### config.mk
export PLATFORM = sky130hd
export DESIGN_NAME = refcounted_slot_pool
export DESIGN_NICKNAME = d
export VERILOG_FILES = /design/src/sv/rcsp_pkg.sv /design/src/sv/rcsp_ram.sv /design/src/sv/rcsp_dp.sv /design/src/sv/rcsp_ctrl.sv /design/src/sv/refcounted_slot_pool.sv
export SDC_FILE = /design/constraint.sdc
export NUM_CORES = 1
export LEC_CHECK = 0
export BUFFER_PORTS_ARGS = -buffer_cell sky130_fd_sc_hd__buf_2
export CORE_MARGIN = 2
export CORE_UTILIZATION = 55
export CTS_CLUSTER_SIZE = 16
export DETAILED_ROUTE_END_ITERATION = 7
export GPL_ROUTABILITY_DRIVEN = 0
export PLACE_DENSITY = 0.73
export SLEW_MARGIN = 25
export SYNTH_ARGS = -nofsm -noshare
export SYNTH_HDL_FRONTEND = slang
export SYNTH_SLANG_ARGS = --single-unit
### constraint.sdc
create_clock -name clk -period 10.7 [get_ports clk]
set_clock_uncertainty 0.15 [all_clocks]
set_input_delay 3.21 -clock clk [delete_from_list [all_inputs] [get_ports clk]]
set_output_delay 3.21 -clock clk [all_outputs]
set_load 0.01 [all_outputs]
### src/sv/rcsp_pkg.sv
// ----------------------------------------------------------------------------
// rcsp_pkg
// Shared constants, codes and controller/datapath interface types for the
// reference-counted slot pool.
// ----------------------------------------------------------------------------
`timescale 1ns / 1ps

package rcsp_pkg;

	localparam int SLOTS_PER_BLOCK = 16;
	localparam int NUM_BLOCKS      = 4;
	localparam int COUNT_BITS      = 16;

	localparam int TOTAL_SLOTS = SLOTS_PER_BLOCK * NUM_BLOCKS;
	localparam int ADDR_W = (TOTAL_SLOTS > 1) ? $clog2(TOTAL_SLOTS) : 1;
	localparam int BLK_W  = (NUM_BLOCKS > 1) ? $clog2(NUM_BLOCKS) : 1;
	localparam int OFF_W  = (SLOTS_PER_BLOCK > 1) ? $clog2(SLOTS_PER_BLOCK) : 1;
	localparam int OPEN_W = $clog2(NUM_BLOCKS + 1);

	// port field widths
	localparam int REQ_W    = 3;
	localparam int SLOT_W   = 6;
	localparam int CV_W     = 16;
	localparam int STATUS_W = 2;
	localparam int OCNT_W   = 16;
	localparam int S_TDATA_W = ((SLOT_W + CV_W + 7) / 8) * 8;
	localparam int M_TDATA_W = ((SLOT_W + OCNT_W + 7) / 8) * 8;
	localparam int M_TUSER_W = STATUS_W + 1;

	localparam logic [COUNT_BITS-1:0] CNT_FREE     = '1;
	localparam logic [COUNT_BITS-1:0] CNT_IMMORTAL = {{(COUNT_BITS-1){1'b1}}, 1'b0};

	typedef enum logic [REQ_W-1:0] {
		REQ_ALLOC   = 3'd0,
		REQ_INC     = 3'd1,
		REQ_DEC     = 3'd2,
		REQ_SET     = 3'd3,
		REQ_GET     = 3'd4,
		REQ_COLLECT = 3'd5,
		REQ_CLEAR   = 3'd6
	} req_t;

	typedef enum logic [STATUS_W-1:0] {
		ST_OK         = 2'd0,
		ST_FULL       = 2'd1,
		ST_UNASSIGNED = 2'd2,
		ST_IMMORTAL   = 2'd3
	} status_t;

	typedef enum logic [2:0] {
		AO_HOLD,
		AO_SLOT,
		AO_HINT,
		AO_ZERO,
		AO_INC
	} addr_op_t;

	typedef enum logic [1:0] {
		W_ZERO,
		W_INC,
		W_DEC,
		W_SET
	} wsel_t;

	typedef enum logic [2:0] {
		RS_HIT,
		RS_NEW,
		RS_FULL,
		RS_REF,
		RS_PEND,
		RS_EMPTY
	} res_sel_t;

	typedef struct packed {
		logic     take;
		addr_op_t addr_op;
		logic     rd_en;
		logic     wr;
		wsel_t    wsel;
		logic     set_hint;
		logic     open_block;
		logic     free_cur;
		logic     clear_all;
		logic     emit;
		res_sel_t res_sel;
		status_t  status;
		logic     last;
		logic     pend_load;
		logic     pend_clear;
	} cmd_t;

	typedef struct packed {
		req_t req;
		logic report;
		logic hint_lt_open;
		logic open_zero;
		logic open_full;
		logic is_free;
		logic is_immortal;
		logic is_zero;
		logic scan_last;
		logic pend_valid;
		logic out_free;
	} stat_t;

endpackage

### src/sv/rcsp_ram.sv
// ----------------------------------------------------------------------------
// rcsp_ram
// Generic single-write, single-read RAM with registered read data.
// ----------------------------------------------------------------------------
`timescale 1ns / 1ps

module rcsp_ram #(
	parameter int WIDTH = 16,
	parameter int DEPTH = 64,
	localparam int AW = (DEPTH > 1) ? $clog2(DEPTH) : 1
) (
	input  logic             clk,
	input  logic             we,
	input  logic [AW-1:0]    waddr,
	input  logic [WIDTH-1:0] wdata,
	input  logic             re,
	input  logic [AW-1:0]    raddr,
	output logic [WIDTH-1:0] rdata
);

	logic [WIDTH-1:0] mem_q [DEPTH];
	logic [WIDTH-1:0] rdata_q;

	always_ff @(posedge clk) begin
		if (we) begin
			mem_q[waddr] <= wdata;
		end
		if (re) begin
			rdata_q <= mem_q[raddr];
		end
	end

	assign rdata = rdata_q;

endmodule

### src/sv/rcsp_dp.sv
// ----------------------------------------------------------------------------
// rcsp_dp
// Datapath: count RAM with per-slot valid bits, scan address, block state,
// pending release word and output register.
// ----------------------------------------------------------------------------
`timescale 1ns / 1ps

module rcsp_dp import rcsp_pkg::*; (
	input  logic                 clk,
	input  logic                 arst_n,
	input  logic [REQ_W-1:0]     in_req,
	input  logic [SLOT_W-1:0]    in_slot,
	input  logic [CV_W-1:0]      in_cv,
	input  logic                 cfg_we,
	input  logic                 cfg_wdata,
	input  cmd_t                 cmd,
	output stat_t                st,
	input  logic                 m_tready,
	output logic                 m_tvalid,
	output logic [M_TDATA_W-1:0] m_tdata,
	output logic [M_TUSER_W-1:0] m_tuser,
	output logic                 m_tlast
);

	req_t                  req_q;
	logic [SLOT_W-1:0]     slot_q;
	logic [CV_W-1:0]       cv_q;
	logic [ADDR_W-1:0]     addr_q;
	logic [BLK_W-1:0]      blk_q;
	logic [OFF_W-1:0]      off_q;
	logic                  addr_ok_q;
	logic [TOTAL_SLOTS-1:0] valid_q;
	logic [BLK_W-1:0]      hint_q;
	logic [OPEN_W-1:0]     open_q;
	logic                  report_q;
	logic                  pend_valid_q;
	logic [SLOT_W-1:0]     pend_slot_q;
	logic [OCNT_W-1:0]     pend_cnt_q;
	logic                  out_valid_q;
	status_t               out_status_q;
	logic [SLOT_W-1:0]     out_slot_q;
	logic [OCNT_W-1:0]     out_cnt_q;
	logic                  out_rel_q;
	logic                  out_last_q;

	logic [COUNT_BITS-1:0] ram_q;
	logic [COUNT_BITS-1:0] cnt_eff;
	logic [COUNT_BITS-1:0] wdata;
	logic                  ram_we;
	logic [ADDR_W-1:0]     ram_waddr;
	logic [COUNT_BITS-1:0] ram_wdata;
	logic [ADDR_W-1:0]     new_base;
	logic [ADDR_W:0]       scan_end;
	status_t               r_status;
	logic [SLOT_W-1:0]     r_slot;
	logic [OCNT_W-1:0]     r_cnt;
	logic                  r_rel;

	rcsp_ram #(
		.WIDTH(COUNT_BITS),
		.DEPTH(TOTAL_SLOTS)
	) u_ram (
		.clk   (clk),
		.we    (ram_we),
		.waddr (ram_waddr),
		.wdata (ram_wdata),
		.re    (cmd.rd_en),
		.raddr (addr_q),
		.rdata (ram_q)
	);

	// slots never written since reset, clear or block open read as unassigned
	assign cnt_eff  = (valid_q[addr_q] && addr_ok_q) ? ram_q : CNT_FREE;
	assign new_base = ADDR_W'(open_q * SLOTS_PER_BLOCK);
	assign scan_end = (ADDR_W+1)'(open_q * SLOTS_PER_BLOCK);

	always_comb begin
		case (cmd.wsel)
			W_ZERO:  wdata = '0;
			W_INC:   wdata = cnt_eff + 1'b1;
			W_DEC:   wdata = cnt_eff - 1'b1;
			W_SET:   wdata = COUNT_BITS'(cv_q);
			default: wdata = '0;
		endcase
	end

	assign ram_we    = cmd.open_block || (cmd.wr && addr_ok_q);
	assign ram_waddr = cmd.open_block ? new_base : addr_q;
	assign ram_wdata = cmd.open_block ? '0 : wdata;

	always_comb begin
		st              = '0;
		st.req          = req_q;
		st.report       = report_q;
		st.hint_lt_open = OPEN_W'(hint_q) < open_q;
		st.open_zero    = open_q == '0;
		st.open_full    = open_q == OPEN_W'(NUM_BLOCKS);
		st.is_free      = cnt_eff == CNT_FREE;
		st.is_immortal  = cnt_eff == CNT_IMMORTAL;
		st.is_zero      = cnt_eff == '0;
		st.scan_last    = ({1'b0, addr_q} + 1'b1) == scan_end;
		st.pend_valid   = pend_valid_q;
		st.out_free     = !out_valid_q || m_tready;
	end

	always_comb begin
		r_status = ST_OK;
		r_slot   = '0;
		r_cnt    = '0;
		r_rel    = 1'b0;
		case (cmd.res_sel)
			RS_HIT:  r_slot = SLOT_W'(addr_q);
			RS_NEW:  r_slot = SLOT_W'(new_base);
			RS_FULL: r_status = ST_FULL;
			RS_REF: begin
				r_status = cmd.status;
				r_slot   = slot_q;
				r_cnt    = OCNT_W'(cmd.wr ? wdata : cnt_eff);
			end
			RS_PEND: begin
				r_slot = pend_slot_q;
				r_cnt  = pend_cnt_q;
				r_rel  = 1'b1;
			end
			default: r_status = ST_OK;
		endcase
	end

	// control state
	always_ff @(posedge clk or negedge arst_n) begin
		if (!arst_n) begin
			valid_q      <= '0;
			hint_q       <= '0;
			open_q       <= '0;
			report_q     <= 1'b1;
			pend_valid_q <= 1'b0;
			out_valid_q  <= 1'b0;
		end else begin
			if (cfg_we) begin
				report_q <= cfg_wdata;
			end

			if (cmd.clear_all) begin
				valid_q <= '0;
				hint_q  <= '0;
				open_q  <= '0;
			end else begin
				if (cmd.open_block) begin
					for (int i = 0; i < TOTAL_SLOTS; i++) begin
						if (OPEN_W'(i / SLOTS_PER_BLOCK) == open_q) begin
							valid_q[i] <= 1'b0;
						end
					end
					valid_q[new_base] <= 1'b1;
					hint_q            <= BLK_W'(open_q);
					open_q            <= open_q + 1'b1;
				end
				if (cmd.wr && addr_ok_q) begin
					valid_q[addr_q] <= 1'b1;
				end
				if (cmd.free_cur) begin
					valid_q[addr_q] <= 1'b0;
				end
				if (cmd.set_hint) begin
					hint_q <= blk_q;
				end
			end

			if (cmd.pend_clear) begin
				pend_valid_q <= 1'b0;
			end else if (cmd.pend_load) begin
				pend_valid_q <= 1'b1;
			end

			if (cmd.emit) begin
				out_valid_q <= 1'b1;
			end else if (m_tready) begin
				out_valid_q <= 1'b0;
			end
		end
	end

	// payload
	always_ff @(posedge clk) begin
		if (cmd.take) begin
			req_q  <= req_t'(in_req);
			slot_q <= in_slot;
			cv_q   <= in_cv;
		end

		case (cmd.addr_op)
			AO_SLOT: begin
				addr_q    <= ADDR_W'(slot_q);
				addr_ok_q <= int'(slot_q) < TOTAL_SLOTS;
			end
			AO_HINT: begin
				addr_q    <= ADDR_W'(hint_q * SLOTS_PER_BLOCK);
				blk_q     <= hint_q;
				off_q     <= '0;
				addr_ok_q <= 1'b1;
			end
			AO_ZERO: begin
				addr_q    <= '0;
				blk_q     <= '0;
				off_q     <= '0;
				addr_ok_q <= 1'b1;
			end
			AO_INC: begin
				addr_q <= addr_q + 1'b1;
				if (off_q == OFF_W'(SLOTS_PER_BLOCK - 1)) begin
					off_q <= '0;
					blk_q <= blk_q + 1'b1;
				end else begin
					off_q <= off_q + 1'b1;
				end
			end
			default: addr_q <= addr_q;
		endcase

		if (cmd.pend_load) begin
			pend_slot_q <= SLOT_W'(addr_q);
			pend_cnt_q  <= (req_q == REQ_CLEAR) ? OCNT_W'(cnt_eff) : '0;
		end

		if (cmd.emit) begin
			out_status_q <= r_status;
			out_slot_q   <= r_slot;
			out_cnt_q    <= r_cnt;
			out_rel_q    <= r_rel;
			out_last_q   <= cmd.last;
		end
	end

	assign m_tvalid = out_valid_q;
	assign m_tdata  = M_TDATA_W'({out_cnt_q, out_slot_q});
	assign m_tuser  = {out_rel_q, out_status_q};
	assign m_tlast  = out_last_q;

endmodule

### src/sv/rcsp_ctrl.sv
// ----------------------------------------------------------------------------
// rcsp_ctrl
// Controller: sequences request decode, count reads, slot scans and result
// words for the slot pool datapath.
// ----------------------------------------------------------------------------
`timescale 1ns / 1ps

module rcsp_ctrl import rcsp_pkg::*; (
	input  logic  clk,
	input  logic  arst_n,
	input  logic  s_tvalid,
	output logic  s_tready,
	input  stat_t st,
	output cmd_t  cmd
);

	typedef enum logic [2:0] {
		S_IDLE,
		S_START,
		S_READ,
		S_EXAM,
		S_NEW,
		S_FLUSH
	} state_t;

	state_t state_q;
	state_t state_d;
	logic   rel;
	logic   push;
	logic   stall;

	always_ff @(posedge clk or negedge arst_n) begin
		if (!arst_n) begin
			state_q <= S_IDLE;
		end else begin
			state_q <= state_d;
		end
	end

	assign s_tready = state_q == S_IDLE;

	// scan release: collect frees zero counts, clear releases anything assigned
	assign rel   = (st.req == REQ_COLLECT) ? st.is_zero : !st.is_free;
	assign push  = rel && ((st.req == REQ_CLEAR) || st.report);
	assign stall = push && st.pend_valid && !st.out_free;

	always_comb begin
		cmd         = '0;
		cmd.addr_op = AO_HOLD;
		cmd.wsel    = W_ZERO;
		cmd.res_sel = RS_EMPTY;
		cmd.status  = ST_OK;
		state_d     = state_q;

		unique case (state_q)
			S_IDLE: begin
				cmd.take = s_tvalid;
				if (s_tvalid) begin
					state_d = S_START;
				end
			end

			S_START: begin
				unique case (st.req) inside
					REQ_ALLOC: begin
						if (st.hint_lt_open) begin
							cmd.addr_op = AO_HINT;
							state_d     = S_READ;
						end else begin
							state_d = S_NEW;
						end
					end
					REQ_INC, REQ_DEC, REQ_SET, REQ_GET: begin
						cmd.addr_op = AO_SLOT;
						state_d     = S_READ;
					end
					REQ_COLLECT, REQ_CLEAR: begin
						if (st.open_zero) begin
							state_d = S_FLUSH;
						end else begin
							cmd.addr_op = AO_ZERO;
							state_d     = S_READ;
						end
					end
					default: state_d = S_IDLE;
				endcase
			end

			S_READ: begin
				cmd.rd_en = 1'b1;
				state_d   = S_EXAM;
			end

			S_EXAM: begin
				unique case (st.req) inside
					REQ_ALLOC: begin
						if (st.is_free) begin
							if (st.out_free) begin
								cmd.wr       = 1'b1;
								cmd.wsel     = W_ZERO;
								cmd.set_hint = 1'b1;
								cmd.emit     = 1'b1;
								cmd.res_sel  = RS_HIT;
								cmd.last     = 1'b1;
								state_d      = S_IDLE;
							end
						end else if (st.scan_last) begin
							state_d = S_NEW;
						end else begin
							cmd.addr_op = AO_INC;
							state_d     = S_READ;
						end
					end
					REQ_INC, REQ_DEC, REQ_SET, REQ_GET: begin
						if (st.out_free) begin
							cmd.emit    = 1'b1;
							cmd.res_sel = RS_REF;
							cmd.last    = 1'b1;
							if (st.req == REQ_GET) begin
								cmd.status = ST_OK;
							end else if (st.is_free) begin
								cmd.status = ST_UNASSIGNED;
							end else if (st.is_immortal && st.req != REQ_SET) begin
								cmd.status = ST_IMMORTAL;
							end else begin
								cmd.status = ST_OK;
								cmd.wr     = 1'b1;
								cmd.wsel   = (st.req == REQ_INC) ? W_INC :
								             (st.req == REQ_DEC) ? W_DEC : W_SET;
							end
							state_d = S_IDLE;
						end
					end
					REQ_COLLECT, REQ_CLEAR: begin
						if (!stall) begin
							cmd.free_cur  = rel && (st.req == REQ_COLLECT);
							cmd.pend_load = push;
							if (push && st.pend_valid) begin
								cmd.emit    = 1'b1;
								cmd.res_sel = RS_PEND;
							end
							if (st.scan_last) begin
								state_d = S_FLUSH;
							end else begin
								cmd.addr_op = AO_INC;
								state_d     = S_READ;
							end
						end
					end
					default: state_d = S_IDLE;
				endcase
			end

			S_NEW: begin
				if (st.out_free) begin
					cmd.emit = 1'b1;
					cmd.last = 1'b1;
					if (st.open_full) begin
						cmd.res_sel = RS_FULL;
					end else begin
						cmd.open_block = 1'b1;
						cmd.res_sel    = RS_NEW;
					end
					state_d = S_IDLE;
				end
			end

			S_FLUSH: begin
				if (st.out_free) begin
					cmd.emit       = 1'b1;
					cmd.last       = 1'b1;
					cmd.res_sel    = st.pend_valid ? RS_PEND : RS_EMPTY;
					cmd.pend_clear = 1'b1;
					cmd.clear_all  = st.req == REQ_CLEAR;
					state_d        = S_IDLE;
				end
			end

			default: state_d = S_IDLE;
		endcase
	end

endmodule

### src/sv/refcounted_slot_pool.sv
// ----------------------------------------------------------------------------
// refcounted_slot_pool - reference-counted slot pool, one request at a time.
// Increment, decrement, set, get: one count read, then the output word.
// Allocate: scans slots from the hint block, opening a new block if none is free.
// Collect, clear: scan every slot of the open blocks; each slot
// costs one RAM read and one compare. Ready again as the last word is shown.
// Reset clears valid bits so every count reads unassigned; no clearing pass.
// ----------------------------------------------------------------------------
`timescale 1ns / 1ps

module refcounted_slot_pool import rcsp_pkg::*; (
	input  logic                 clk,
	input  logic                 arst_n,
	input  logic                 cfg_we,
	input  logic                 cfg_wdata,  // report_releases
	input  logic                 s_tvalid,
	output logic                 s_tready,
	input  logic [S_TDATA_W-1:0] s_tdata,    // slot[5:0], count_value[21:6]
	input  logic [REQ_W-1:0]     s_tuser,    // req_type[2:0]
	output logic                 m_tvalid,
	input  logic                 m_tready,
	output logic [M_TDATA_W-1:0] m_tdata,    // slot_out[5:0], count_out[21:6]
	output logic [M_TUSER_W-1:0] m_tuser,    // status[1:0], released[2]
	output logic                 m_tlast     // last
);

	cmd_t  cmd;
	stat_t st;

	rcsp_ctrl u_ctrl (
		.clk      (clk),
		.arst_n   (arst_n),
		.s_tvalid (s_tvalid),
		.s_tready (s_tready),
		.st       (st),
		.cmd      (cmd)
	);

	rcsp_dp u_dp (
		.clk       (clk),
		.arst_n    (arst_n),
		.in_req    (s_tuser),
		.in_slot   (s_tdata[SLOT_W-1:0]),
		.in_cv     (s_tdata[SLOT_W+CV_W-1:SLOT_W]),
		.cfg_we    (cfg_we),
		.cfg_wdata (cfg_wdata),
		.cmd       (cmd),
		.st        (st),
		.m_tready  (m_tready),
		.m_tvalid  (m_tvalid),
		.m_tdata   (m_tdata),
		.m_tuser   (m_tuser),
		.m_tlast   (m_tlast)
	);

	// a word is loaded only when the output register is empty or draining
	a_emit_room: assert property (@(posedge clk) disable iff (!arst_n)
		cmd.emit |-> (!m_tvalid || m_tready))
		else $error("result word loaded over a held word");

	// hint always points into the open blocks
	a_hint_open: assert property (@(posedge clk) disable iff (!arst_n)
		!st.open_zero |-> st.hint_lt_open)
		else $error("hint block outside open blocks");

	// no release word left pending when a new request is taken
	a_pend_drained: assert property (@(posedge clk) disable iff (!arst_n)
		cmd.take |-> !st.pend_valid)
		else $error("pending release word at request accept");

	// count RAM is never read and written in the same cycle
	a_ram_port: assert property (@(posedge clk) disable iff (!arst_n)
		cmd.rd_en |-> !(cmd.wr || cmd.open_block))
		else $error("count RAM read and write collide");

endmodule
==> results.cfg <==
[critical_path]
rr_worst_depth = 21
timing.critical_path.cells = buf_4 > mux4_2 > mux2i_1 > nor2_1 > a211oi_2 > nand3_2 > and2_1 > and3_1 > inv_1 > ha_1 > inv_1 > fa_1 > nand3b_1 > a21boi_0 > o21ai_0 > a211oi_1 > nor3_1 > o31ai_1 > mux2_2 > a21oi_4 > buf_4
regToRegEndpoint = u_dp.u_ram.mem_q[52][14]
worst-setup-path-type = reg2reg
worstPathMaxFanout = 33
setup.worst_path.start_class = register
slowest_delay_ns = 0.84
timing.critical_path.max_delay_family = compound AO/OA/AOI/OAI gates
r2r-start = u_dp.addr_q[1]
crit_path_top_delay_cell = sky130_fd_sc_hd__edfxtp_1
regToRegSetupSlack_ns = 2.23
crit_start = u_dp.addr_q[1]
cp_buf_inv_count = 4
worstSetupEndpointType = register
worstPathRequired_ns = 11.02
worst_path_arrival_ns = 8.79

[timing]
timing.final.crit_share_pct = 79.2
slew-limit-headroom_pct = 26.8
layout_setup_ws_ns = 2.23
layout_min_cycle_time_ns = 8.47
tightestPinTransition_ns = 1.10
timing.final.setup_violations = 0
totalNegativeSetupSlack_ns = 0
hold_viol = 0
timing.fmax_ghz = 0.118
maxSlewViolCount = 0
whs_ns = 0.379
grt_setup_unrepaired = no

[finish]
seq_area_um2 = 35700
fillCellCount = 5910
multi_input_gate_area_um2 = 10500
post-route-util_pct = 61.9
stdcell_area_um2 = 52600
finish.cell_count_without_fillers = 4251
layout.nets = 3070
syn2layout_area_growth_pct = 12.1
final_layout_size_suffix_gt1_share_pct = 13.1

[global_routing]
first_global_vias = 27970
grt-ovfl-total = 0
grt_first_pass_wirelength_um = 189000
grt_start_max_net_pins = 97
grt_antenna_before_repair = 7
groute.usage.overall_pct = 29.7

[worst_hold_path]
holdPathEnd = u_dp.out_slot_q[3]
hold_sp = u_dp.pend_slot_q[3]
min-delay-path-class = reg2reg
hold-path-cell-count = 1

[drt]
total_routed_length_um = 131000
detail_route.iter0.violations = 4862
via_count = 29342
ant_nets = 0
avgRoutedWirePerCell_um = 30.8
viasPerCell = 6.90
detailedRoute.firstPassIterationCount = 8
drt_drc_violations_left = 0

[power]
ir_worst_vdd_uv = 177
total_power_mw = 12.8
power.leakage_nw = 15.3
power_density_nw_per_um2 = 244

[floorplan]
initial_core_util_pct = 55.2
fp.dieW_um = 296
fp.dieH_um = 296
fp.coreArea_um2 = 84900
placementRows = 107
die_area_um2 = 87600
ioPinCount = 63

[yosys]
post_synthesis_instance_area_um2 = 46900
synth_compound_gate_area_share_pct = 15.4
number_of_cells_produced_by_synthesis = 2911
synth_seq_area_share_pct = 76.1
async_reset_ff_share_pct = 6.25
netlist-cell-type-count = 77
synthXorXnorAreaFrac_pct = 0.299
ys_ff_latch = 1200
main_combinational_cell_family_by_area_after_synthesis = compound AO/OA/AOI/OAI gates
number_of_warnings_printed_during_yosys_synthesis = 0
postSynthAreaPerCell_um2 = 16.1
yosys_most_used_dff = sky130_fd_sc_hd__edfxtp_1
synth-simple-area-share_pct = 4.84
synthesized_area_fraction_occupied_by_adder_cells_pct = 0.737
synth-edff-count = 1125
synth_mux_area_share_pct = 0.520

[clock_network]
cts.hold.buffers_added = 0
post_cts.repair.setup_buffers = 0
cts_tree = done
clk_pin_slew_worst_paths_ns = 0.06
clock-root-buffer = sky130_fd_sc_hd__clkbuf_16
cts.htree.levels = 3
cts.path.max_buffers = 3
number_of_clock_sinks_seen_by_cts = 1200
cts_made_buffers = 113
worst_skew_pair.late_latency_ns = 0.71
cts.repair.resized = 0

[placement]
pre_cts_worst_setup_slack_ns = 1.85
detailed_place.area_um2 = 48900
place.port_buffers = 58
dp_cells = 4039
dp_hpwl_um = 74500

[flow_run]
cap_viol_max_count = 0

[status]
run_status = complete, no violations
worst max path at each step:
| stage | cells past startpoint | slack, ns | to |
|---|---|---|---|
| final | 21 | 2.23 | u_dp.u_ram.mem_q[52][14] |
| after global routing | 21 | 1.90 | u_dp.u_ram.mem_q[51][14] |
| after CTS | 21 | 2.50 | u_dp.u_ram.mem_q[52][14] |
| after detailed placement | 18 | 1.85 | u_dp.u_ram.mem_q[54][14] |
| after global placement | 18 | 1.99 | u_dp.u_ram.mem_q[52][14] |
| after floorplan | 15 | 0.14 | u_dp.u_ram.mem_q[0][11] |
state kept, by name (all words and copies together), names as in the netlist, 2 cells and up:
name / cells
u_dp.addr_q: 6
u_dp.hint_q: 2
u_dp.slot_q: 6
u_dp.off_q: 4
u_dp.out_cnt_q: 16
u_dp.open_q: 3
u_dp.req_q: 3
u_dp.u_ram.mem_q: 1024
u_dp.out_status_q: 2
u_dp.valid_q: 64
u_dp.cv_q: 16
u_dp.pend_slot_q: 6
u_dp.out_slot_q: 6
u_ctrl.state_q: 3
u_dp.pend_cnt_q: 16
u_dp.u_ram.rdata: 16
u_dp.blk_q: 2
layout make-up:
| type | instances | share of cell area (%) |
|---|---|---|
| tap | 1144 | 2.72 |
| clock buffer | 139 | 5.56 |
| sequential | 1200 | 67.8 |
| inverter | 29 | 0.207 |
| multi-input combinational | 1481 | 19.9 |
| timing repair buffer | 185 | 2.45 |
| clock inverter | 72 | 1.34 |
| antenna | 1 | 0.00476 |
cell usage in the layout, fill, tap and decap left out, types with 57 or more instances in the layout:
master                      netlist  layout
sky130_fd_sc_hd__a211oi_1        66      65
sky130_fd_sc_hd__a21oi_1         64      61
sky130_fd_sc_hd__a221oi_1       105     105
sky130_fd_sc_hd__a22o_1         103     103
sky130_fd_sc_hd__a22oi_1        376     376
sky130_fd_sc_hd__a31oi_1        103     103
sky130_fd_sc_hd__buf_2           13      57
sky130_fd_sc_hd__buf_4            6     124
sky130_fd_sc_hd__clkbuf_16        0     113
sky130_fd_sc_hd__dfrtp_1         74      74
sky130_fd_sc_hd__edfxtp_1      1125    1125
sky130_fd_sc_hd__nand2_1         76      76
sky130_fd_sc_hd__nor2_1         135     125
cells by family after synthesis:
logic type	after synthesis
flip-flops	1200
AO/OA/AOI/OAI	964
AND/OR/NAND/NOR	451
buffers and inverters	231
adder cells (fa/ha/maj)	27
multiplexers	21
XOR/XNOR	16
other	1
synth_stat cells, types with 7 or more instances:
library cell / count / area share (%)
sky130_fd_sc_hd__edfxtp_1: 1125 / 72
sky130_fd_sc_hd__a22oi_1: 376 / 6.0
sky130_fd_sc_hd__clkbuf_1: 154 / 1.2
sky130_fd_sc_hd__nor2_1: 135 / 1.1
sky130_fd_sc_hd__a221oi_1: 105 / 2.0
sky130_fd_sc_hd__a22o_1: 103 / 1.9
sky130_fd_sc_hd__a31oi_1: 103 / 1.4
sky130_fd_sc_hd__nand2_1: 76 / 0.61
sky130_fd_sc_hd__dfrtp_1: 74 / 3.9
sky130_fd_sc_hd__a211oi_1: 66 / 1.1
sky130_fd_sc_hd__a21oi_1: 64 / 0.68
sky130_fd_sc_hd__nand3_1: 54 / 0.58
sky130_fd_sc_hd__o21ai_0: 39 / 0.42
sky130_fd_sc_hd__nand4_1: 31 / 0.41
sky130_fd_sc_hd__inv_1: 29 / 0.23
sky130_fd_sc_hd__ha_1: 26 / 0.69
sky130_fd_sc_hd__nor3_1: 21 / 0.22
sky130_fd_sc_hd__nand2b_1: 20 / 0.27
sky130_fd_sc_hd__buf_1: 19 / 0.15
sky130_fd_sc_hd__nor4_1: 19 / 0.25
sky130_fd_sc_hd__and2_1: 17 / 0.23
sky130_fd_sc_hd__and3_1: 14 / 0.19
sky130_fd_sc_hd__buf_2: 13 / 0.14
sky130_fd_sc_hd__xnor2_1: 13 / 0.24
sky130_fd_sc_hd__mux2i_1: 12 / 0.26
sky130_fd_sc_hd__or3_1: 11 / 0.15
sky130_fd_sc_hd__buf_6: 10 / 0.24
sky130_fd_sc_hd__o211ai_1: 10 / 0.16
sky130_fd_sc_hd__a41oi_1: 9 / 0.17
sky130_fd_sc_hd__nor2b_1: 9 / 0.12
sky130_fd_sc_hd__a21o_1: 8 / 0.13
sky130_fd_sc_hd__a221o_1: 8 / 0.17
sky130_fd_sc_hd__a32oi_1: 8 / 0.15
sky130_fd_sc_hd__nor3b_1: 8 / 0.13
sky130_fd_sc_hd__o21a_1: 8 / 0.13
sky130_fd_sc_hd__mux2_2: 7 / 0.17
sky130_fd_sc_hd__o2bb2ai_1: 7 / 0.13
per-layer routing:
| layer | wire (um) | vias up | GRT usage, % |
|---|---|---|---|
| met5 | 66 | - | 0 |
| met4 | 5650 | 10 | 12.7 |
| met3 | 16400 | 328 | 7.09 |
| met2 | 60400 | 2165 | 45.3 |
| met1 | 48200 | 14582 | 41.3 |
| li1 | - | 12257 | - |
power breakdown:
| group | switching (mW) | leakage [nW] | internal [mW] | total (mW) |
|---|---|---|---|---|
| Sequential | 0.137 | 9.66 | 5.29 | 5.43 |
| Combinational | 2.32 | 3.91 | 1.14 | 3.46 |
| Clock | 1.73 | 1.76 | 2.19 | 3.92 |
| Total | 4.18 | 15.3 | 8.63 | 12.8 |
Note: power is estimated with default switching activity, not from simulation.
